**config.mk**
```make
export PLATFORM = sky130hd
export DESIGN_NAME = archive_byte_stream_decryptor_top_flat
export DESIGN_NICKNAME = d
export VERILOG_FILES = /design/src/hw/rtl/absd_pkg.sv /design/src/hw/rtl/absd_if.sv /design/src/hw/rtl/archive_byte_stream_decryptor_top.sv /design/src/flat_wrapper.sv
export SDC_FILE = /design/constraint.sdc
export NUM_CORES = 1
export LEC_CHECK = 0
export BUFFER_PORTS_ARGS = -buffer_cell sky130_fd_sc_hd__buf_2
export CORE_ASPECT_RATIO = 1.1
export CORE_MARGIN = 1.5
export CORE_UTILIZATION = 60
export DETAILED_ROUTE_END_ITERATION = 8
export GPL_ROUTABILITY_DRIVEN = 0
export GPL_TIMING_DRIVEN = 0
export HOLD_SLACK_MARGIN = 0.05
export PLACE_DENSITY_LB_ADDON = 0.25
export SKIP_LAST_GASP = 1
export SYNTH_ARGS = -nofsm -noshare
export SYNTH_HDL_FRONTEND = slang
export SYNTH_SLANG_ARGS = --single-unit
export TNS_END_PERCENT = 30
```
**constraint.sdc**
```tcl
create_clock -name clk -period 7.2 [get_ports clk]
set_input_delay 1.44 -clock clk [delete_from_list [all_inputs] [get_ports clk]]
set_output_delay 1.44 -clock clk [all_outputs]
set_load 0.05 [all_outputs]
```
**src/hw/rtl/absd_pkg.sv**
```systemverilog
`timescale 1ns / 1ps
// ----------------------------------------------------------------------------
// absd_pkg
// shared types, codes and small arithmetic helpers of the byte stream decryptor
// ----------------------------------------------------------------------------
package absd_pkg;

  localparam int unsigned KeyW   = 64;
  localparam int unsigned SnW    = 7;
  localparam int unsigned PosW   = 4;
  localparam int unsigned ByteW  = 8;
  localparam int unsigned FuncW  = 2;
  localparam int unsigned CfgIdxW = 3;

  localparam logic [PosW-1:0] PosAStart = 4'd0;
  localparam logic [PosW-1:0] PosBStart = 4'd8;

  typedef enum logic [FuncW-1:0] {
    FUNC_DECRYPT = 2'd0,
    FUNC_RESTART = 2'd1,
    FUNC_SKIP    = 2'd2
  } func_t;

  typedef enum logic [CfgIdxW-1:0] {
    CFG_KEY_A_LOW   = 3'd0,
    CFG_KEY_A_HIGH  = 3'd1,
    CFG_KEY_B_LOW   = 3'd2,
    CFG_KEY_B_HIGH  = 3'd3,
    CFG_START_SN    = 3'd4,
    CFG_DECRYPT_EN  = 3'd5
  } cfg_reg_t;

  // n mod 7 for a 7-bit n: quotient estimate never high by more than zero,
  // low by at most one, so one conditional subtract finishes it
  function automatic logic [2:0] mod7(input logic [SnW-1:0] n);
    logic [13:0]    prod;
    logic [4:0]     q;
    logic [SnW-1:0] r;
    prod = 14'(n) * 14'd73;
    q    = prod[13:9];
    r    = n - 7'(q) * 7'd7;
    if (r >= 7'd7) begin
      r = r - 7'd7;
    end
    return r[2:0];
  endfunction

  // n mod 12 for a 7-bit n, same scheme
  function automatic logic [3:0] mod12(input logic [SnW-1:0] n);
    logic [11:0]    prod;
    logic [3:0]     q;
    logic [SnW-1:0] r;
    prod = 12'(n) * 12'd21;
    q    = prod[11:8];
    r    = n - 7'(q) * 7'd12;
    if (r >= 7'd12) begin
      r = r - 7'd12;
    end
    return r[3:0];
  endfunction

  // byte idx of a 16-byte table held as two 64-bit words
  function automatic logic [ByteW-1:0] table_byte(input logic [KeyW-1:0] lo,
                                                  input logic [KeyW-1:0] hi,
                                                  input logic [PosW-1:0] idx);
    logic [KeyW-1:0] word;
    word = idx[3] ? hi : lo;
    return word[{idx[2:0], 3'b000} +: ByteW];
  endfunction

endpackage

```
**src/hw/rtl/absd_if.sv**
```systemverilog
`timescale 1ns / 1ps
// ----------------------------------------------------------------------------
// absd stream interfaces
// valid/ready channels for cipher input and plain output transactions
// ----------------------------------------------------------------------------
interface absd_in_if;
  logic                            valid;
  logic                            ready;
  logic [absd_pkg::FuncW-1:0]      func;
  logic [absd_pkg::ByteW-1:0]      cipher_byte;

  modport source (output valid, output func, output cipher_byte, input ready);
  modport sink   (input valid, input func, input cipher_byte, output ready);
endinterface

interface absd_out_if;
  logic                            valid;
  logic                            ready;
  logic [absd_pkg::ByteW-1:0]      plain_byte;

  modport source (output valid, output plain_byte, input ready);
  modport sink   (input valid, input plain_byte, output ready);
endinterface

```
**src/hw/rtl/archive_byte_stream_decryptor_top.sv**
```systemverilog
`timescale 1ns / 1ps
// the result of each input transaction is registered in the output register
// throughput: 1 transaction per cycle while the output is not stalled; keystream update and
// output byte are computed in one pass from the keystream registers
// reset: synchronous active-low rst_n clears keys, config and keystream
// (pos_a 0, pos_b 8, swap 0, string number 0) and empties the output register
// ----------------------------------------------------------------------------
// archive_byte_stream_decryptor_top
// byte stream decryptor with two 16-byte key tables and a stepping keystream
// ----------------------------------------------------------------------------
module archive_byte_stream_decryptor_top (
  input  logic                              clk,
  input  logic                              rst_n,
  absd_in_if.sink                           in_ch,
  absd_out_if.source                        out_ch,
  input  logic                              cfg_we,
  input  logic [absd_pkg::CfgIdxW-1:0]      cfg_index,
  input  logic [absd_pkg::KeyW-1:0]         cfg_wdata
);

  logic [absd_pkg::KeyW-1:0]  key_a_low_r, key_a_high_r, key_b_low_r, key_b_high_r;
  logic [absd_pkg::SnW-1:0]   start_sn_r;
  logic                       decrypt_en_r;

  logic [absd_pkg::PosW-1:0]  pos_a_r, pos_a_nxt;
  logic [absd_pkg::PosW-1:0]  pos_b_r, pos_b_nxt;
  logic [absd_pkg::SnW-1:0]   sn_r, sn_nxt;
  logic                       swap_r, swap_nxt;

  logic                       out_valid_r;
  logic [absd_pkg::ByteW-1:0] out_byte_r, out_byte_nxt;

  // keystream step results
  logic [absd_pkg::PosW-1:0]  step_pos_a, step_pos_b;
  logic [absd_pkg::SnW-1:0]   step_sn;
  logic                       step_swap;
  logic [4:0]                 inc_a, inc_b;
  logic [absd_pkg::SnW-1:0]   sn_adv;

  logic [absd_pkg::ByteW-1:0] mix_byte, sw_byte, dec_byte;
  logic                       accept;

  assign accept       = in_ch.valid && in_ch.ready;
  assign in_ch.ready  = !out_valid_r || out_ch.ready;
  assign out_ch.valid = out_valid_r;
  assign out_ch.plain_byte = out_byte_r;

  // configuration writes
  always_ff @(posedge clk) begin
    if (!rst_n) begin
      key_a_low_r  <= '0;
      key_a_high_r <= '0;
      key_b_low_r  <= '0;
      key_b_high_r <= '0;
      start_sn_r   <= '0;
      decrypt_en_r <= 1'b0;
    end else if (cfg_we) begin
      unique case (absd_pkg::cfg_reg_t'(cfg_index))
        absd_pkg::CFG_KEY_A_LOW:  key_a_low_r  <= cfg_wdata;
        absd_pkg::CFG_KEY_A_HIGH: key_a_high_r <= cfg_wdata;
        absd_pkg::CFG_KEY_B_LOW:  key_b_low_r  <= cfg_wdata;
        absd_pkg::CFG_KEY_B_HIGH: key_b_high_r <= cfg_wdata;
        absd_pkg::CFG_START_SN:   start_sn_r   <= cfg_wdata[absd_pkg::SnW-1:0];
        absd_pkg::CFG_DECRYPT_EN: decrypt_en_r <= cfg_wdata[0];
        default: ;
      endcase
    end
  end

  // output byte from the current keystream
  always_comb begin
    mix_byte = absd_pkg::table_byte(key_b_low_r, key_b_high_r, pos_b_r)
             ^ {1'b0, sn_r} ^ in_ch.cipher_byte;
    sw_byte  = swap_r ? {mix_byte[3:0], mix_byte[7:4]} : mix_byte;
    dec_byte = sw_byte ^ absd_pkg::table_byte(key_a_low_r, key_a_high_r, pos_a_r);
  end

  // one keystream step
  always_comb begin
    inc_a      = {1'b0, pos_a_r} + 5'd1;
    inc_b      = {1'b0, pos_b_r} + 5'd1;
    sn_adv     = sn_r + 7'd2;
    step_pos_a = inc_a[3:0];
    step_pos_b = inc_b[3:0];
    step_sn    = sn_r;
    step_swap  = swap_r;
    if (!inc_a[4]) begin
      if (inc_b > 5'd12) begin
        step_pos_b = '0;
        step_swap  = !swap_r;
      end
    end else if (inc_b <= 5'd8) begin
      step_pos_a = '0;
      step_swap  = !swap_r;
    end else begin
      // end of round
      step_sn = sn_adv;
      if (swap_r) begin
        step_pos_a = {1'b0, absd_pkg::mod7(sn_adv)};
        step_pos_b = absd_pkg::mod12(sn_adv) + 4'd2;
        step_swap  = 1'b0;
      end else begin
        step_pos_b = {1'b0, absd_pkg::mod7(sn_adv)};
        step_pos_a = absd_pkg::mod12(sn_adv) + 4'd3;
        step_swap  = 1'b1;
      end
    end
  end

  // transaction decode
  always_comb begin
    pos_a_nxt    = pos_a_r;
    pos_b_nxt    = pos_b_r;
    sn_nxt       = sn_r;
    swap_nxt     = swap_r;
    out_byte_nxt = '0;
    unique case (in_ch.func)
      absd_pkg::FUNC_DECRYPT: begin
        if (decrypt_en_r) begin
          out_byte_nxt = dec_byte;
          pos_a_nxt    = step_pos_a;
          pos_b_nxt    = step_pos_b;
          sn_nxt       = step_sn;
          swap_nxt     = step_swap;
        end else begin
          out_byte_nxt = in_ch.cipher_byte;
        end
      end
      absd_pkg::FUNC_RESTART: begin
        pos_a_nxt = absd_pkg::PosAStart;
        pos_b_nxt = absd_pkg::PosBStart;
        sn_nxt    = start_sn_r;
        swap_nxt  = 1'b0;
      end
      absd_pkg::FUNC_SKIP: begin
        if (decrypt_en_r) begin
          pos_a_nxt = step_pos_a;
          pos_b_nxt = step_pos_b;
          sn_nxt    = step_sn;
          swap_nxt  = step_swap;
        end
      end
      default: ;
    endcase
  end

  always_ff @(posedge clk) begin
    if (!rst_n) begin
      pos_a_r     <= absd_pkg::PosAStart;
      pos_b_r     <= absd_pkg::PosBStart;
      sn_r        <= '0;
      swap_r      <= 1'b0;
      out_valid_r <= 1'b0;
    end else begin
      if (accept) begin
        pos_a_r     <= pos_a_nxt;
        pos_b_r     <= pos_b_nxt;
        sn_r        <= sn_nxt;
        swap_r      <= swap_nxt;
        out_valid_r <= 1'b1;
      end else if (out_ch.ready) begin
        out_valid_r <= 1'b0;
      end
    end
  end

  always_ff @(posedge clk) begin
    if (accept) begin
      out_byte_r <= out_byte_nxt;
    end
  end

endmodule

```
**src/flat_wrapper.sv**
```systemverilog
// flat-port wrapper written by rule: the top's interface ports become plain ports
module archive_byte_stream_decryptor_top_flat 
  (clk, rst_n, cfg_we, cfg_index, cfg_wdata, in_ch_valid, in_ch_func, in_ch_cipher_byte, in_ch_ready, out_ch_valid, out_ch_plain_byte, out_ch_ready);
  absd_in_if in_ch_i ();
  absd_out_if out_ch_i ();
  input  logic clk;
  input  logic rst_n;
  input  logic cfg_we;
  input  logic [absd_pkg::CfgIdxW-1:0] cfg_index;
  input  logic [absd_pkg::KeyW-1:0] cfg_wdata;
  input wire logic [$bits(in_ch_i.valid)-1:0] in_ch_valid;
  input wire logic [$bits(in_ch_i.func)-1:0] in_ch_func;
  input wire logic [$bits(in_ch_i.cipher_byte)-1:0] in_ch_cipher_byte;
  output wire logic [$bits(in_ch_i.ready)-1:0] in_ch_ready;
  output wire logic [$bits(out_ch_i.valid)-1:0] out_ch_valid;
  output wire logic [$bits(out_ch_i.plain_byte)-1:0] out_ch_plain_byte;
  input wire logic [$bits(out_ch_i.ready)-1:0] out_ch_ready;
  assign in_ch_i.valid = in_ch_valid;
  assign in_ch_i.func = in_ch_func;
  assign in_ch_i.cipher_byte = in_ch_cipher_byte;
  assign in_ch_ready = in_ch_i.ready;
  assign out_ch_valid = out_ch_i.valid;
  assign out_ch_plain_byte = out_ch_i.plain_byte;
  assign out_ch_i.ready = out_ch_ready;
  archive_byte_stream_decryptor_top u_core (.clk(clk), .rst_n(rst_n), .in_ch(in_ch_i), .out_ch(out_ch_i), .cfg_we(cfg_we), .cfg_index(cfg_index), .cfg_wdata(cfg_wdata));
endmodule
```
==> results_dict.tcl <==
set metrics [dict create \
    status "completed" \
    total_switching_power_w 0.000851 \
    min_delay_worst_endpoint "u_core.key_a_high_r[12]$_SDFFE_PN0P_" \
    vias 13279 \
    slowest_library_cell_on_the_worst_path "fa_1" \
    rr_startpoint "u_core.sn_r[1]$_SDFFE_PN0P_" \
    cts_setup_buffers 0 \
    synth.cell_area_sq_um 15300 \
    floorplan.io_pins 92 \
    vias_in_the_first_global_route 12653 \
    worst_setup_path_start_kind "flip-flop" \
    tightest_slew_ps 1210 \
    drt_iter0_markers 1296 \
    synth_cells 1696 \
    yosys_warnings 0 \
    synth_top_cells_by_area "dfxtp_1 (37%), nand2_1 (13%), a21boi_0 (13%)" \
    tritoncts "yes" \
    antenna_cells 0 \
    cellInternalPower_w 0.00269 \
    timing.hold.ws_ps 459 \
    max_slew_margin_pct 18.7 \
    clock_pin_slew_worst_setup_and_hold_paths_ps 60 \
    largest_net_degree_at_the_start_of_global_routing 15 \
    hpwl_um 34900 \
    synth_fp_nets 1855 \
    overflow 0 \
    worst-endpoint-required_ps 7670 \
    critical_path.most_common_cell "ha_1" \
    power_frac_comb_pct 7.2 \
    fill_cells 1984 \
    reg2reg_depth 31 \
    final_core_utilization_pct 68.5 \
    grt_antenna_before_repair 1 \
    synth_seq_cells 289 \
    async_reset_ff_share_pct 0 \
    clock_skews_ps 13.2 \
    sw_frac_of_total_pct 24.0 \
    post_drt_via_cell_ratio 6.16 \
    hold-path-cell-count 2 \
    synthDominantAreaCellType "dfxtp_1" \
    ant_nets 0 \
    cts.htree.levels 1 \
    ir_drop_mv 0.197 \
    buffering_stage_count_on_the_worst_path_with_inverters_included 5 \
    cell_at_the_root_of_the_clock_tree "clkbuf_16" \
    post_synth.cell_area_avg_sq_um 9.04 \
    initial_utilization_pct 60.9 \
    timing.critical_path.to_type "flip-flop" \
    hold_violations 0 \
    finish.cell_count_without_fillers 2155 \
    synthTopCellsByCount "nand2_1 (549), dfxtp_1 (281), a21boi_0 (262), clkbuf_1 (100), mux4_2 (73)" \
    synth_largest_type_area_fraction_pct 36.7 \
    maxCapViolations 0 \
    groute.usage.overall_pct 35.2 \
    clock_path_buffers 3 \
    drc 0 \
    yosys.cell_types.count 59 \
    sequential_fraction_of_the_synthesis_area_pct 38.3 \
    critPathTopFamily "adder cells" \
    portBuffers 88 \
    regToRegEndpoint "u_core.pos_a_r[3]$_SDFFE_PN0P_" \
    number_of_enable_type_register_cells_in_the_synthesized_netlist 8 \
    cts.sinks 289 \
    critPathArrivalTime_ps 7440 \
    maxSlewViolCount 0 \
    min_path_type "flip-flop to flip-flop" \
    synth_flop_cell "dfxtp_1" \
    timing.final.setup_violations 0 \
    area_growth_pct 12.6 \
    p_leak_nw 6.37 \
    synth_most_common_cell "nand2_1" \
    power.sequential.fraction_pct 46.9 \
    fp.dieH_um 171 \
    dp_worst_setup_slack_ps 46.7 \
    postRouteWirelength_um 46600 \
    period_minus_slack_ps 6970 \
    finalNetCount 1976 \
    rsz0062_at_grt "yes" \
    pwr_density_cell_nw_per_um2 205 \
    ctsHoldBuffers 0 \
    area.sequential_sq_um 5870 \
    overall_die_area_sq_um 26500 \
    multi_input_gate_area_sq_um 8880 \
    r2r_setup_slack_ps 230 \
    max_stage_delay_ps 510 \
    worst-path-max-fanout 8 \
    placed_cells 2100 \
    cts_buffers 30 \
    fp.dieW_um 155 \
    detailedRoute.firstPassIterationCount 7 \
    fin_crit_sh_pct 96.8 \
    grt_first_pass_wirelength_um 70900 \
    clk_latency_ps 570 \
    criticalPathCategory "flip-flop to flip-flop" \
    placement_rows 61 \
    final_critical_path_setup_slack_ps 233 \
    post_drt_wl_per_cell_um 21.6 \
    max_clock_freq_mhz 144 \
    clockPowerShare_pct 45.9 \
    layout-drive-gt1-share_pct 13.2 \
    design.core.area_sq_um 25200 \
    hold_start "u_core.key_a_high_r[12]$_SDFFE_PN0P_" \
]
## routing by layer
metal / up-vias / track usage, % / routed length [um]
li1: 6033 / - / -
met1: 6258 / 44.1 / 17700
met2: 772 / 56.0 / 20900
met3: 214 / 7.45 / 4730
met4: 2 / 21.7 / 3240
met5: - / 0 / 14
## state kept, by name (all words and copies together), names as in the netlist
| name | count |
|---|---|
| u_core.decrypt_en_r | 1 |
| u_core.pos_a_r | 4 |
| u_core.out_ch.valid | 1 |
| u_core.start_sn_r | 7 |
| u_core.key_b_high_r | 64 |
| u_core.pos_b_r | 4 |
| u_core.sn_r | 7 |
| u_core.out_ch.plain_byte | 8 |
| u_core.key_a_high_r | 64 |
| u_core.swap_r | 1 |
| u_core.key_b_low_r | 64 |
| u_core.key_a_low_r | 64 |
## what timing repair did
| item | 4_1_cts | 5_1_grt |
|---|---|---|
| hold endpoints to repair | 0 | 0 |
| endpoints found under the setup margin | 0 | 7 |
| resized for setup | 0 | 8 |
## cells by family (layout without fill, tap and decap cells)
| group | count (synthesis) | count (layout) | share of synthesized area (%) |
|---|---|---|---|
| xor gates and xnor gates | 52 | 52 | 3.20 |
| DFF | 289 | 289 | 38.3 |
| buffers and inverters | 162 | 306 | 4.17 |
| adders and majority gates | 77 | 77 | 6.82 |
| and+or+nand+nor | 650 | 650 | 17.0 |
| AOI/OAI and AO/OA | 363 | 363 | 17.1 |
| muxes | 103 | 103 | 13.4 |
## worst reg2reg max path, delay by kind of cell (launching register included)
kind	cells	cell delay, ps
buffers and inverters	5	630
AOI/OAI and AO/OA	7	1190
xor gates and xnor gates	6	1250
adders and majority gates	8	2620
DFF	1	440
and+or+nand+nor	4	600
muxes	1	150
## how the worst max path moves through the flow
stage,start,end,slack (ps),cells past startpoint
finish,u_core.sn_r[1]$_SDFFE_PN0P_,u_core.pos_a_r[3]$_SDFFE_PN0P_,230,31
global route,u_core.sn_r[1]$_SDFFE_PN0P_,u_core.pos_a_r[3]$_SDFFE_PN0P_,-190,31
CTS,u_core.sn_r[1]$_SDFFE_PN0P_,u_core.pos_a_r[3]$_SDFFE_PN0P_,20,31
detailed placement,u_core.sn_r[1]$_SDFFE_PN0P_,u_core.pos_a_r[3]$_SDFFE_PN0P_,50,31
global placement,u_core.sn_r[1]$_SDFFE_PN0P_,u_core.pos_a_r[3]$_SDFFE_PN0P_,210,30
floorplan,u_core.sn_r[1]$_SDFFE_PN0P_,u_core.pos_a_r[3]$_SDFFE_PN0P_,1090,31
## power groups by stage
stage | Combinational (W) | Clock (W) | Sequential, W
2_1_floorplan | 0.000132 | 0 | 0.00170
3_3_place_gp | 0.000242 | 0 | 0.00169
3_5_place_dp | 0.000247 | 0 | 0.00169
4_1_cts | 0.000249 | 0.00162 | 0.00166
5_1_grt | 0.000271 | 0.00169 | 0.00166
6_report | 0.000255 | 0.00163 | 0.00166
## per-stage QoR
step | power, W | cell area, sq um | TNS, ps
after floorplan | 0.00183 | 15300 | 0
after detailed placement | 0.00194 | 16200 | 0
final | 0.00354 | 17300 | 0
after global routing | 0.00362 | 17300 | -404
after global placement | 0.00193 | 16200 | 0
after CTS | 0.00353 | 17200 | 0
## placed cells by master, fill, tap and decap left out, drive strengths merged, types with 4 or more instances in the layout
cell | Yosys | final
nand2 | 549 | 549
dfxtp | 281 | 281
a21boi | 262 | 262
clkbuf | 100 | 144
buf | 17 | 106
mux4 | 80 | 80
ha | 66 | 66
inv | 44 | 44
nor2 | 34 | 34
xnor2 | 34 | 34
a21oi | 26 | 26
o21ai | 24 | 24
mux2i | 23 | 23
nor2b | 17 | 17
nand3 | 17 | 17
xor2 | 16 | 16
fa | 11 | 11
a21o | 10 | 10
edfxtp | 8 | 8
nor3 | 7 | 7
clkinv | 1 | 7
nand2b | 6 | 6
a31oi | 5 | 5
o211ai | 4 | 4
nor4 | 4 | 4
## layout make-up
type,instances,area share [%]
multi-input combinational,1245,51.5
sequential,289,34.0
clock buffer,44,5.13
buffer,117,2.73
timing repair buffer,89,2.62
tap,315,2.28
inverter,45,0.979
clock inverter,11,0.805
Power figures use the tool's default switching activity.
